### src/design/ihex_pkg.sv
// shared types, codes and the hex digit decoder of the record parser
package ihex_pkg;

  localparam int unsigned TdataInW  = 8;
  localparam int unsigned TdataOutW = 32;
  localparam logic [7:0]  ColonChar = 8'h3a;

  typedef enum logic [3:0] {
    PH_COLON   = 4'd0,
    PH_LEN_HI  = 4'd1,
    PH_LEN_LO  = 4'd2,
    PH_ADDR0   = 4'd3,
    PH_ADDR1   = 4'd4,
    PH_ADDR2   = 4'd5,
    PH_ADDR3   = 4'd6,
    PH_TYPE_HI = 4'd7,
    PH_TYPE_LO = 4'd8,
    PH_DATA_HI = 4'd9,
    PH_DATA_LO = 4'd10,
    PH_CHK_HI  = 4'd11,
    PH_CHK_LO  = 4'd12,
    PH_TRAIL   = 4'd13
  } phase_e;

  typedef enum logic [1:0] {
    KIND_DATA  = 2'd0,
    KIND_FILL  = 2'd1,
    KIND_DONE  = 2'd2,
    KIND_ERROR = 2'd3
  } kind_e;

  typedef enum logic [2:0] {
    ERR_COLON   = 3'd0,
    ERR_DIGIT   = 3'd1,
    ERR_ENDED   = 3'd2,
    ERR_TYPE    = 3'd3,
    ERR_OVERLAP = 3'd4
  } err_e;

  localparam logic [7:0] RecData = 8'h00;
  localparam logic [7:0] RecEnd  = 8'h01;

  typedef struct packed {
    logic       end_of_input;
    logic [7:0] char_in;
  } in_item_t;

  typedef struct packed {
    kind_e       kind;
    logic [7:0]  data_byte;
    logic [15:0] fill_count;
    err_e        error_code;
  } result_t;

  // bit 4 set when the character is a hex digit, value in bits 3:0
  function automatic logic [4:0] nibble_of(input logic [7:0] ch);
    logic [4:0] r;
    r = 5'd0;
    if (ch >= 8'h30 && ch <= 8'h39) begin
      r = {1'b1, ch[3:0]};
    end else if ((ch >= 8'h41 && ch <= 8'h46) || (ch >= 8'h61 && ch <= 8'h66)) begin
      r = {1'b1, ch[3:0] + 4'd9};
    end
    return r;
  endfunction

endpackage

### src/design/ihex_in_reg.sv
// input register stage of the record parser
module ihex_in_reg (
  input  logic               clk_i,
  input  logic               rst_ni,
  input  logic               valid_i,
  output logic               ready_o,
  input  ihex_pkg::in_item_t item_i,
  input  logic               take_i,
  output logic               valid_o,
  output ihex_pkg::in_item_t item_o
);

  logic               valid_q, valid_d;
  ihex_pkg::in_item_t item_q, item_d;

  assign ready_o = !valid_q || take_i;

  always_comb begin
    valid_d = valid_q;
    item_d  = item_q;
    if (ready_o) begin
      valid_d = valid_i;
      item_d  = item_i;
    end
  end

  always_ff @(posedge clk_i or negedge rst_ni) begin
    if (!rst_ni) begin
      valid_q <= 1'b0;
    end else begin
      valid_q <= valid_d;
    end
  end

  always_ff @(posedge clk_i) begin
    item_q <= item_d;
  end

  assign valid_o = valid_q;
  assign item_o  = item_q;

endmodule

### src/design/ihex_decode.sv
// record state and per-character decode of the parser
module ihex_decode (
  input  logic               clk_i,
  input  logic               rst_ni,
  input  logic               step_i,
  input  ihex_pkg::in_item_t item_i,
  output logic               res_valid_o,
  output ihex_pkg::result_t  res_o
);

  ihex_pkg::phase_e phase_q, phase_d;
  logic             stopped_q, stopped_d;
  logic [3:0]       hold_q, hold_d;
  logic [7:0]       len_q, len_d;
  logic [15:0]      addr_q, addr_d;
  logic [7:0]       left_q, left_d;
  logic [16:0]      next_q, next_d;
  logic             known_q, known_d;

  logic [4:0]       nib;
  logic [7:0]       rec_type;
  logic [16:0]      eff_next;
  logic [15:0]      gap;

  assign nib      = ihex_pkg::nibble_of(item_i.char_in);
  assign rec_type = {hold_q, nib[3:0]};
  assign eff_next = known_q ? next_q : {1'b0, addr_q};
  assign gap      = addr_q - eff_next[15:0];

  always_comb begin
    phase_d     = phase_q;
    stopped_d   = stopped_q;
    hold_d      = hold_q;
    len_d       = len_q;
    addr_d      = addr_q;
    left_d      = left_q;
    next_d      = next_q;
    known_d     = known_q;
    res_valid_o = 1'b0;
    res_o       = '{kind: ihex_pkg::KIND_DATA, data_byte: 8'd0, fill_count: 16'd0,
                    error_code: ihex_pkg::ERR_COLON};
    if (!stopped_q) begin
      if (phase_q == ihex_pkg::PH_TRAIL) begin
        phase_d = ihex_pkg::PH_COLON;
      end else if (item_i.end_of_input) begin
        stopped_d        = 1'b1;
        res_valid_o      = 1'b1;
        res_o.kind       = ihex_pkg::KIND_ERROR;
        res_o.error_code = ihex_pkg::ERR_ENDED;
      end else if (phase_q == ihex_pkg::PH_COLON || phase_q > ihex_pkg::PH_TRAIL) begin
        if (item_i.char_in == ihex_pkg::ColonChar) begin
          phase_d = ihex_pkg::PH_LEN_HI;
        end else begin
          stopped_d        = 1'b1;
          res_valid_o      = 1'b1;
          res_o.kind       = ihex_pkg::KIND_ERROR;
          res_o.error_code = ihex_pkg::ERR_COLON;
        end
      end else if (!nib[4]) begin
        stopped_d        = 1'b1;
        res_valid_o      = 1'b1;
        res_o.kind       = ihex_pkg::KIND_ERROR;
        res_o.error_code = ihex_pkg::ERR_DIGIT;
      end else begin
        unique case (phase_q)
          ihex_pkg::PH_LEN_HI: begin
            hold_d  = nib[3:0];
            phase_d = ihex_pkg::PH_LEN_LO;
          end
          ihex_pkg::PH_LEN_LO: begin
            len_d   = {hold_q, nib[3:0]};
            phase_d = ihex_pkg::PH_ADDR0;
          end
          ihex_pkg::PH_ADDR0: begin
            addr_d  = {12'd0, nib[3:0]};
            phase_d = ihex_pkg::PH_ADDR1;
          end
          ihex_pkg::PH_ADDR1: begin
            addr_d  = {addr_q[11:0], nib[3:0]};
            phase_d = ihex_pkg::PH_ADDR2;
          end
          ihex_pkg::PH_ADDR2: begin
            addr_d  = {addr_q[11:0], nib[3:0]};
            phase_d = ihex_pkg::PH_ADDR3;
          end
          ihex_pkg::PH_ADDR3: begin
            addr_d  = {addr_q[11:0], nib[3:0]};
            phase_d = ihex_pkg::PH_TYPE_HI;
          end
          ihex_pkg::PH_TYPE_HI: begin
            hold_d  = nib[3:0];
            phase_d = ihex_pkg::PH_TYPE_LO;
          end
          ihex_pkg::PH_TYPE_LO: begin
            if (rec_type == ihex_pkg::RecEnd) begin
              stopped_d   = 1'b1;
              res_valid_o = 1'b1;
              res_o.kind  = ihex_pkg::KIND_DONE;
            end else if (rec_type != ihex_pkg::RecData) begin
              stopped_d        = 1'b1;
              res_valid_o      = 1'b1;
              res_o.kind       = ihex_pkg::KIND_ERROR;
              res_o.error_code = ihex_pkg::ERR_TYPE;
            end else begin
              known_d = 1'b1;
              next_d  = eff_next;
              if ({1'b0, addr_q} < eff_next) begin
                stopped_d        = 1'b1;
                res_valid_o      = 1'b1;
                res_o.kind       = ihex_pkg::KIND_ERROR;
                res_o.error_code = ihex_pkg::ERR_OVERLAP;
              end else begin
                next_d  = {1'b0, addr_q} + {9'd0, len_q};
                left_d  = len_q;
                phase_d = (len_q != 8'd0) ? ihex_pkg::PH_DATA_HI : ihex_pkg::PH_CHK_HI;
                if (gap != 16'd0) begin
                  res_valid_o      = 1'b1;
                  res_o.kind       = ihex_pkg::KIND_FILL;
                  res_o.fill_count = gap;
                end
              end
            end
          end
          ihex_pkg::PH_DATA_HI: begin
            hold_d  = nib[3:0];
            phase_d = ihex_pkg::PH_DATA_LO;
          end
          ihex_pkg::PH_DATA_LO: begin
            left_d          = left_q - 8'd1;
            phase_d         = (left_q != 8'd1) ? ihex_pkg::PH_DATA_HI : ihex_pkg::PH_CHK_HI;
            res_valid_o     = 1'b1;
            res_o.kind      = ihex_pkg::KIND_DATA;
            res_o.data_byte = {hold_q, nib[3:0]};
          end
          ihex_pkg::PH_CHK_HI: begin
            phase_d = ihex_pkg::PH_CHK_LO;
          end
          ihex_pkg::PH_CHK_LO: begin
            phase_d = ihex_pkg::PH_TRAIL;
          end
          default: begin
            phase_d = ihex_pkg::PH_COLON;
          end
        endcase
      end
    end
  end

  always_ff @(posedge clk_i or negedge rst_ni) begin
    if (!rst_ni) begin
      phase_q   <= ihex_pkg::PH_COLON;
      stopped_q <= 1'b0;
      hold_q    <= 4'd0;
      len_q     <= 8'd0;
      addr_q    <= 16'd0;
      left_q    <= 8'd0;
      next_q    <= 17'd0;
      known_q   <= 1'b0;
    end else if (step_i) begin
      phase_q   <= phase_d;
      stopped_q <= stopped_d;
      hold_q    <= hold_d;
      len_q     <= len_d;
      addr_q    <= addr_d;
      left_q    <= left_d;
      next_q    <= next_d;
      known_q   <= known_d;
    end
  end

`ifndef SYNTHESIS
  a_stop_sticks: assert property (@(posedge clk_i) disable iff (!rst_ni)
    stopped_q |=> stopped_q)
    else $error("parser left the stopped state");

  a_final_stops: assert property (@(posedge clk_i) disable iff (!rst_ni)
    (step_i && res_valid_o &&
     (res_o.kind == ihex_pkg::KIND_DONE || res_o.kind == ihex_pkg::KIND_ERROR))
    |=> stopped_q)
    else $error("done or error given without stopping");

  a_fill_nonzero: assert property (@(posedge clk_i) disable iff (!rst_ni)
    (res_valid_o && res_o.kind == ihex_pkg::KIND_FILL) |-> (res_o.fill_count != 16'd0))
    else $error("zero-length fill run");

  a_data_phase: assert property (@(posedge clk_i) disable iff (!rst_ni)
    (res_valid_o && res_o.kind == ihex_pkg::KIND_DATA) |-> (phase_q == ihex_pkg::PH_DATA_LO))
    else $error("data byte outside a data digit pair");
`endif

endmodule

### src/design/ihex_out_reg.sv
// result register of the record parser
module ihex_out_reg (
  input  logic              clk_i,
  input  logic              rst_ni,
  input  logic              load_i,
  input  logic              res_valid_i,
  input  ihex_pkg::result_t res_i,
  output logic              free_o,
  output logic              valid_o,
  input  logic              ready_i,
  output ihex_pkg::result_t res_o
);

  logic              valid_q, valid_d;
  ihex_pkg::result_t res_q, res_d;

  assign free_o = !valid_q || ready_i;

  always_comb begin
    valid_d = valid_q;
    res_d   = res_q;
    if (load_i) begin
      valid_d = res_valid_i;
      res_d   = res_i;
    end else if (ready_i) begin
      valid_d = 1'b0;
    end
  end

  always_ff @(posedge clk_i or negedge rst_ni) begin
    if (!rst_ni) begin
      valid_q <= 1'b0;
    end else begin
      valid_q <= valid_d;
    end
  end

  always_ff @(posedge clk_i) begin
    res_q <= res_d;
  end

  assign valid_o = valid_q;
  assign res_o   = res_q;

endmodule

### src/design/intel_hex_record_parser.sv
// top level of the intel hex record parser
// usage:
//   the slave side takes one text character per item: tdata holds the ascii
//   code, tlast marks that the stream ended (the character is then ignored)
//   the master side gives at most one result per character: tuser holds the
//   kind (data byte, zero-fill run, end record reached, error), tdata the byte,
//   the fill length and the error code, zero where the kind does not use them
//   the block keeps the next expected address, so a data record that starts
//   above it gives one fill result with the gap, one below it gives an overlap
//   error
//   after an end record or any error every further item is taken and dropped
//   until reset
// timing:
//   one item per cycle sustained while the master side does not stall; a result
//   is loaded into the result register when its item leaves the input register
//   (input register, then decode into the result register)
//   a stalled master side holds its result while one more item waits in the
//   input register; then tready drops until the result is taken
// reset:
//   rst_ni clears both stages and puts the parser in front of a record colon
module intel_hex_record_parser (
  input  logic                            clk_i,
  input  logic                            rst_ni,
  input  logic                            s_axis_tvalid,
  output logic                            s_axis_tready,
  input  logic [ihex_pkg::TdataInW-1:0]   s_axis_tdata,   // [7:0] char_in
  input  logic                            s_axis_tlast,   // end_of_input
  output logic                            m_axis_tvalid,
  input  logic                            m_axis_tready,
  output logic [ihex_pkg::TdataOutW-1:0]  m_axis_tdata,   // [7:0] data_byte,
                                                          // [23:8] fill_count,
                                                          // [26:24] error_code,
                                                          // [31:27] zero
  output logic [1:0]                      m_axis_tuser    // [1:0] kind
);

  ihex_pkg::in_item_t s_item;
  ihex_pkg::in_item_t cur_item;
  logic               cur_valid;
  logic               out_free;
  logic               advance;      // item leaves the input register this cycle
  logic               res_valid;
  ihex_pkg::result_t  res;
  ihex_pkg::result_t  out_res;

  assign s_item  = '{end_of_input: s_axis_tlast, char_in: s_axis_tdata};
  assign advance = cur_valid && out_free;

  // input register stage
  ihex_in_reg u_in_reg (
    .clk_i   (clk_i),
    .rst_ni  (rst_ni),
    .valid_i (s_axis_tvalid),
    .ready_o (s_axis_tready),
    .item_i  (s_item),
    .take_i  (advance),
    .valid_o (cur_valid),
    .item_o  (cur_item)
  );

  // record phase tracking and result forming
  ihex_decode u_decode (
    .clk_i       (clk_i),
    .rst_ni      (rst_ni),
    .step_i      (advance),
    .item_i      (cur_item),
    .res_valid_o (res_valid),
    .res_o       (res)
  );

  // result register towards the master side
  ihex_out_reg u_out_reg (
    .clk_i       (clk_i),
    .rst_ni      (rst_ni),
    .load_i      (advance),
    .res_valid_i (res_valid),
    .res_i       (res),
    .free_o      (out_free),
    .valid_o     (m_axis_tvalid),
    .ready_i     (m_axis_tready),
    .res_o       (out_res)
  );

  // pack the result fields, lowest field first
  assign m_axis_tdata = {5'd0, out_res.error_code, out_res.fill_count, out_res.data_byte};
  assign m_axis_tuser = out_res.kind;

endmodule

### config.mk
export PLATFORM = sky130hd
export DESIGN_NAME = intel_hex_record_parser
export DESIGN_NICKNAME = d
export VERILOG_FILES = /design/src/design/ihex_pkg.sv /design/src/design/ihex_in_reg.sv /design/src/design/ihex_decode.sv /design/src/design/ihex_out_reg.sv /design/src/design/intel_hex_record_parser.sv
export SDC_FILE = /design/constraint.sdc
export NUM_CORES = 1
export LEC_CHECK = 0
export BUFFER_PORTS_ARGS = -buffer_cell sky130_fd_sc_hd__buf_2
export CORE_ASPECT_RATIO = 1.5
export CORE_UTILIZATION = 30
export DETAILED_ROUTE_END_ITERATION = 8
export SYNTH_ARGS = -nofsm -noshare
export SYNTH_HDL_FRONTEND = slang
export SYNTH_HIERARCHICAL = 1
export SYNTH_SLANG_ARGS = --single-unit
### constraint.sdc
create_clock -name clk_i -period 5.4 [get_ports clk_i]
set_input_delay 0 -clock clk_i [delete_from_list [all_inputs] [get_ports clk_i]]
set_output_delay 0 -clock clk_i [all_outputs]
set_load 0.01 [all_outputs]
==> results.yml, run 1 <==
status:
  status: "finished clean"
sta:
  grt_setup_unrepaired: "false"
  fin_skew_ns: 0.0125
  layout_min_cycle_time_ns: 4.17
  hold_viol_final: 0
  finalMaxSlewViolations: 0
  setup_violations: 0
  max_slew_margin: 0.403
  post-route-period-util: 0.773
  tightest_slew_ns: 0.895
  fmax_mhz: 240
  setup_tns_ns: 0
finish:
  num_antenna_cells: 0
  seqCellArea_sq_um: 2670
  nFillCells: 2029
  final_util: 0.352
  nets: 730
  multi_input_area_sq_um: 3270
  drive_above_1_share: 0.136
  syn2layout_area_growth_pct: 13.9
route:
  drtAntennaViolNets: 0
  drc: 0
  drt-initial-drc-count: 214
  first_pass_iters: 4
  viasPerCell: 5.15
  wl_per_cell_um: 15.3
  wl_um: 14500
  vias: 4893
power:
  switching_share: 0.248
  vdd_drop_max_mv: 0.117
  leakage_nw: 2.98
  p_per_area_nw_per_um2: 220
  p_switching_w: 0.000383
  power.clock.fraction: 0.421
  p_seq_frac: 0.526
  comb_power_share: 0.053
  p_int_w: 0.00116
worst_setup_path:
  reg2reg_depth: 14
  r2r_slack_ns: 1.23
  crit_arrival_ns: 4.39
  required_ns: 5.62
  crit_family: "simple AND/OR/NAND/NOR gates"
  end_kind: "flip-flop"
  cp.depth: 14
  crit_path_max_incr_delay_ns: 0.60
  rr_endpoint: "u_out_reg/valid_o"
  crit_fanout: 24
  r2r-start: "u_decode/known_q"
  slowest_stage: "or4b_2"
  path_cells: "buf_4, o21ai_0, ha_1, fa_1, nand2b_1, a21oi_1, o31a_1, nand2b_1, a311o_1, or4b_2, nor4_1, a21oi_1, nand2_1, o21ai_2"
  worst-setup-path-type: "flip-flop to flip-flop"
  start_kind: "flip-flop"
  cp_num_buf_inv: 1
yosys:
  synthesis.area_sq_um: 6160
  synth_area_leader_cell: "dfrtp_1"
  synthArstFlopShare: 0.616
  synth_edf_count: 38
  synth_cells: 644
  ys_ff_latch: 99
  ys_seq_area_frac: 0.433
  synth.top_cell.area_share: 0.248
  synthTopCellsByCount: "71 x nor2_1, 61 x dfrtp_1, 55 x nand2_1"
  ys_types: 73
  synth_flop_cell: "dfrtp_1"
  syn_avg_cell_area_sq_um: 9.56
  synth.area.top_cells: "dfrtp_1 25%, edfxtp_1 19%, ha_1 6.1%"
  ys_warn_count: 6
  synth.most_common_cell: "nor2_1"
grt:
  grt_pass1_vias: 4806
  antenna_found_initial: 0
  grt_max_degree: 62
  grt-ovfl-total: 0
  grt_pass1_wl_um: 23800
  track_usage: 0.144
clocking:
  clockRootBuffer: "clkbuf_16"
  clkTransAtPathRegs_ns: 0.07
  htree_levels: 3
  cts_buffers: 9
  cts.repair.resized: 0
  post-cts-setup-buffers: 0
  cts_tree: "done"
  clock_latency_ns: 0.36
  clockBufferDepth: 2
  cts_sinks: 99
floorplan:
  die_width_um: 119
  placementRows: 63
  fp.coreArea_sq_um: 19900
  ioPinCount: 49
  start_util: 0.309
  die-area_sq_um: 21100
  die_y_um: 177
hold_path:
  min_to: "u_in_reg/item_o[4]"
  hp-class: "input pin to flip-flop"
  hold_depth: 2
  worstHoldStart: "s_axis_tdata[4]"
place:
  io_buffers: 43
  routabilityCongestion: 0.844
  hpwl_um: 10900
run:
  drv_cap: 0
==> power by group through the flow <==
| stage | clock (W) | combinational [W] | sequential (W) |
|---|---|---|---|
| 3_3_place_gp | 0 | 0.0000757 | 0.000828 |
| 2_1_floorplan | 0 | 0.0000354 | 0.000834 |
| 6_report | 0.000651 | 0.0000813 | 0.000812 |
| 3_5_place_dp | 0 | 0.0000759 | 0.000828 |
| 4_1_cts | 0.000668 | 0.0000826 | 0.000812 |
| 5_1_grt | 0.000687 | 0.0000901 | 0.000814 |
==> worst reg2reg max path: cells and delay by family, from the launching register on <==
| kind | cells | cell delay [ns] |
|---|---|---|
| AOI/OAI and AO/OA | 6 | 1.14 |
| adders and majority gates | 2 | 0.65 |
| buffers and inverters | 1 | 0.32 |
| DFF | 1 | 0.32 |
| and+or+nand+nor | 5 | 1.62 |
==> flip-flops by register name (all words and copies together) (netlist names) <==
name,count
u_out_reg/valid_o,1
u_decode/left_q,8
u_decode/len_q,8
u_decode/phase_q,4
u_decode/next_q,17
u_in_reg/valid_o,1
u_decode/addr_q,16
u_out_reg/res_o,29
u_decode/hold_q,4
u_in_reg/item_o,9
u_decode/stopped_q,1
u_decode/known_q,1
==> cell usage in the layout (no fill, tap or decap), types with 6 or more instances in the layout <==
cell type,n
nor2_1,71
dfrtp_1,61
nand2_1,55
buf_2,43
o21ai_0,43
a21oi_1,43
edfxtp_1,38
ha_1,30
nand3_1,23
inv_1,20
mux2i_1,19
nor3_1,15
a22o_1,14
dlygate4sd3_1,12
mux2_2,12
nand2b_1,11
xnor2_1,10
clkbuf_16,9
nor4_1,8
nor2b_1,7
or3_1,7
o21a_1,6
o211ai_1,6
a21o_1,6
o31ai_1,6
or4_1,6
and2_1,6
==> routing by layer <==
metal | wire length (um) | vias up | part of all wire | track usage
li1 | - | 2447 | - | -
met1 | 5920 | 2348 | 0.41 | 0.156
met2 | 7890 | 76 | 0.54 | 0.270
met3 | 327 | 22 | 0.022 | 0.0228
met4 | 398 | 0 | 0.027 | 0.0723
met5 | 0 | - | 0 | 0
==> worst max path at each step <==
stage,startpoint,end,slack [ns]
finish,u_decode/known_q,u_out_reg/valid_o,1.23
global route,u_decode/known_q,u_out_reg/valid_o,1.01
CTS,u_decode/known_q,u_out_reg/valid_o,1.24
detailed placement,u_decode/known_q,u_out_reg/valid_o,1.26
global placement,u_decode/known_q,u_out_reg/valid_o,1.35
floorplan,u_decode/known_q,u_out_reg/valid_o,1.43
==> logic make-up (layout without fill, tap and decap cells) <==
logic type               after synthesis  in the layout  synth area share
multiplexers                          31             31            0.0528
XOR/XNOR                              15             15            0.0213
flip-flops                            99             99             0.433
buffers and inverters                 53             95            0.0374
AO/OA/AOI/OAI                        172            172             0.186
adder cells (fa/ha/maj)               32             32            0.0675
other                                  1              5          0.000609
AND/OR/NAND/NOR                      241            241             0.201
==> final cells by class <==
class | count | share of cell area
Clock buffer | 9 | 0.0321
Clock inverter | 7 | 0.0112
Inverter | 20 | 0.0107
Multi-Input combinational cell | 496 | 0.467
Sequential cell | 99 | 0.380
Tap cell | 260 | 0.0464
Timing Repair Buffer | 59 | 0.0521
==> stage by stage <==
step	setup slack (ns)	total power [W]	cells	hold slack [ns]	instance area (sq um)
CTS	1.24	0.00156	950	0.333	7010
detailed placement	1.26	0.000904	922	0.178	6590
finish	1.23	0.00154	950	0.341	7010
global placement	1.35	0.000904	922	0.176	6590
global route	1.01	0.00159	950	0.339	7010
floorplan	1.43	0.000870	648	-0.296	6170
==> what timing repair did <==
action | 4_1_cts | 5_1_grt
endpoints found under the hold margin | 72 | 0
setup endpoints to repair | 0 | 0
hold buffers | 12 | 0
Note: power is estimated with default switching activity, not from simulation.
==> inputs of run 2 (changes only) <==
==> constraint.sdc (replaced) <==
create_clock -name clk_i -period 3.8 [get_ports clk_i]
set_input_delay 0 -clock clk_i [delete_from_list [all_inputs] [get_ports clk_i]]
set_output_delay 0 -clock clk_i [all_outputs]
set_load 0.01 [all_outputs]
==> run 2 against run 1 <==
  * Final cell count increased by 1.4%
  * Routed wire length increased by 3.2%
  * Utilization increased by 0.67 points
  * Global-route usage increased by 0.52 points
  * Largest cell class unchanged
==> results.yml, run 2 (synthesis results as in run 1) <==
route:
  drt-initial-drc-count: 184
  wl_um: 15000
  vias: 5011
  drtAntennaViolNets: 0
  first_pass_iters: 5
  drc: 0
  viasPerCell: 5.20
  wl_per_cell_um: 15.6
grt:
  grt-ovfl-total: 0
  grt_max_degree: 35
  track_usage: 0.149
  grt_pass1_vias: 5024
  grt_pass1_wl_um: 24800
  antenna_found_initial: 0
worst_setup_path:
  crit_fanout: 20
  required_ns: 3.92
  r2r-start: "u_decode/known_q"
  start_kind: "flip-flop"
  crit_arrival_ns: 3.79
  slowest_stage: "or4b_2"
  crit_top_cell: "nor4_1"
  path_cells: "buf_12, mux2i_1, ha_2, a21oi_4, inv_1, o31a_1, nor4_1, a311o_1, or4b_2, nor4_1, buf_4, a21oi_1"
  worst-setup-path-type: "flip-flop to flip-flop"
  end_kind: "flip-flop"
  crit_path_max_incr_delay_ns: 0.59
  worstSetupStartpoint: "u_decode/known_q"
run:
  drv_cap: 0
clocking:
  clockRootBuffer: "clkbuf_16"
  cts_buffers: 9
  clkTransAtPathRegs_ns: 0.08
  clock_latency_ns: 0.36
  clockBufferDepth: 2
  cts_sinks: 99
  htree_levels: 3
  cts_tree: "done"
floorplan:
  fp.coreArea_sq_um: 19900
  ioPinCount: 49
  die_width_um: 119
  die_y_um: 177
  placementRows: 63
  start_util: 0.309
  die-area_sq_um: 21100
finish:
  final_cell_mix: "71 x nor2_1, 60 x dfrtp_1, 55 x nand2_1, 43 x buf_2, 43 x o21ai_0"
  layout_commonest_cell: "nor2_1"
  nets: 743
  drive_above_1_share: 0.158
  num_antenna_cells: 0
  largest_reg_flops: 29
  nFillCells: 2025
  syn2layout_area_growth_pct: 16.1
sta:
  post-route-period-util: 0.968
  finalMaxSlewViolations: 0
  fin_skew_ns: 0.0128
  setup_tns_ns: 0
  layout_min_cycle_time_ns: 3.68
  tightest_slew_ns: 0.792
  fmax_mhz: 272
  max_slew_margin: 0.472
  setup_violations: 0
  fin_ws_ns: 0.123
  hold_viol_final: 0
power:
  vdd_drop_max_mv: 0.176
  p_per_area_nw_per_um2: 311
  power_w: 0.00223
  leakage_nw: 3.05
place:
  routabilityCongestion: 0.819
  pre_cts_ws_ns: 0.0668
  io_buffers: 43
  hpwl_um: 11400
status:
  status: "finished clean"
hold_path:
  hp-class: "input pin to async pin"
-- run 2: layout make-up --
cell class / count / area (sq um) / share of cell area
repair buffers: 72 / 475 / 0.0665
well taps: 260 / 325 / 0.0455
clock buffers: 9 / 225 / 0.0315
inverters: 20 / 75.1 / 0.0105
flip-flops and latches: 99 / 2670 / 0.373
multi-input cells: 496 / 3290 / 0.461
clock inverters: 7 / 83.8 / 0.0117
-- run 2: power by group --
| part | internal (W) | leakage (nW) | switching [W] |
|---|---|---|---|
| sequential | 0.00114 | 1.23 | 0.0000148 |
| clock | 0.000478 | 0.152 | 0.000477 |
| combinational | 0.0000437 | 1.67 | 0.0000735 |
| total | 0.00166 | 3.05 | 0.000565 |
-- run 2: per-layer routing --
| layer | routed length [um] | up-vias | share of wire | track usage |
|---|---|---|---|---|
| met4 | 345 | 0 | 0.023 | 0.0844 |
| met5 | 0 | - | 0 | 0 |
| met1 | 5910 | 2431 | 0.39 | 0.161 |
| met3 | 458 | 18 | 0.031 | 0.0202 |
| li1 | - | 2469 | - | - |
| met2 | 8290 | 93 | 0.55 | 0.279 |
-- run 2: final timing paths --
kind | endpoint | slack, ns | depth (start not counted)
worst min register to register | u_decode/next_q[4] | 0.49 | 2
worst min-delay path | u_decode/left_q[3] | 0.26 | 2
max in group asynchronous | u_decode/known_q | 2.64 | 3
worst max register to register | u_out_reg/res_o[27] | 0.12 | 12
worst max-delay path | u_out_reg/res_o[27] | 0.12 | 12
min in group clk_i | u_in_reg/item_o[0] | 0.34 | 2
-- run 2: through the flow --
| step | instances | utilization | cell area (sq um) | hold slack (ns) |
|---|---|---|---|---|
| floorplan | 648 | - | 6170 | -0.296 |
| global placement | 934 | 0.335 | 6690 | 0.138 |
| detailed placement | 934 | 0.335 | 6690 | 0.134 |
| CTS | 962 | 0.357 | 7120 | 0.294 |
| global route | 963 | 0.358 | 7150 | 0.328 |
| finish | 963 | 0.358 | 7150 | 0.263 |
-- run 2: what timing repair did --
| action | 4_1_cts | 5_1_grt |
|---|---|---|
| resized for setup | 0 | 5 |
| endpoints found under the setup margin | 0 | 8 |
| hold buffers | 12 | 0 |
| endpoints found under the hold margin | 44 | 0 |
| buffers inserted | 0 | 1 |
-- run 2: critical path, delay by kind of cell, from the launching register on --
family | cells | cell delay (ns)
and+or+nand+nor | 3 | 1.08
AOI/OAI and AO/OA | 4 | 0.83
DFF | 1 | 0.43
buffers and inverters | 3 | 0.42
adders and majority gates | 1 | 0.37
muxes | 1 | 0.27
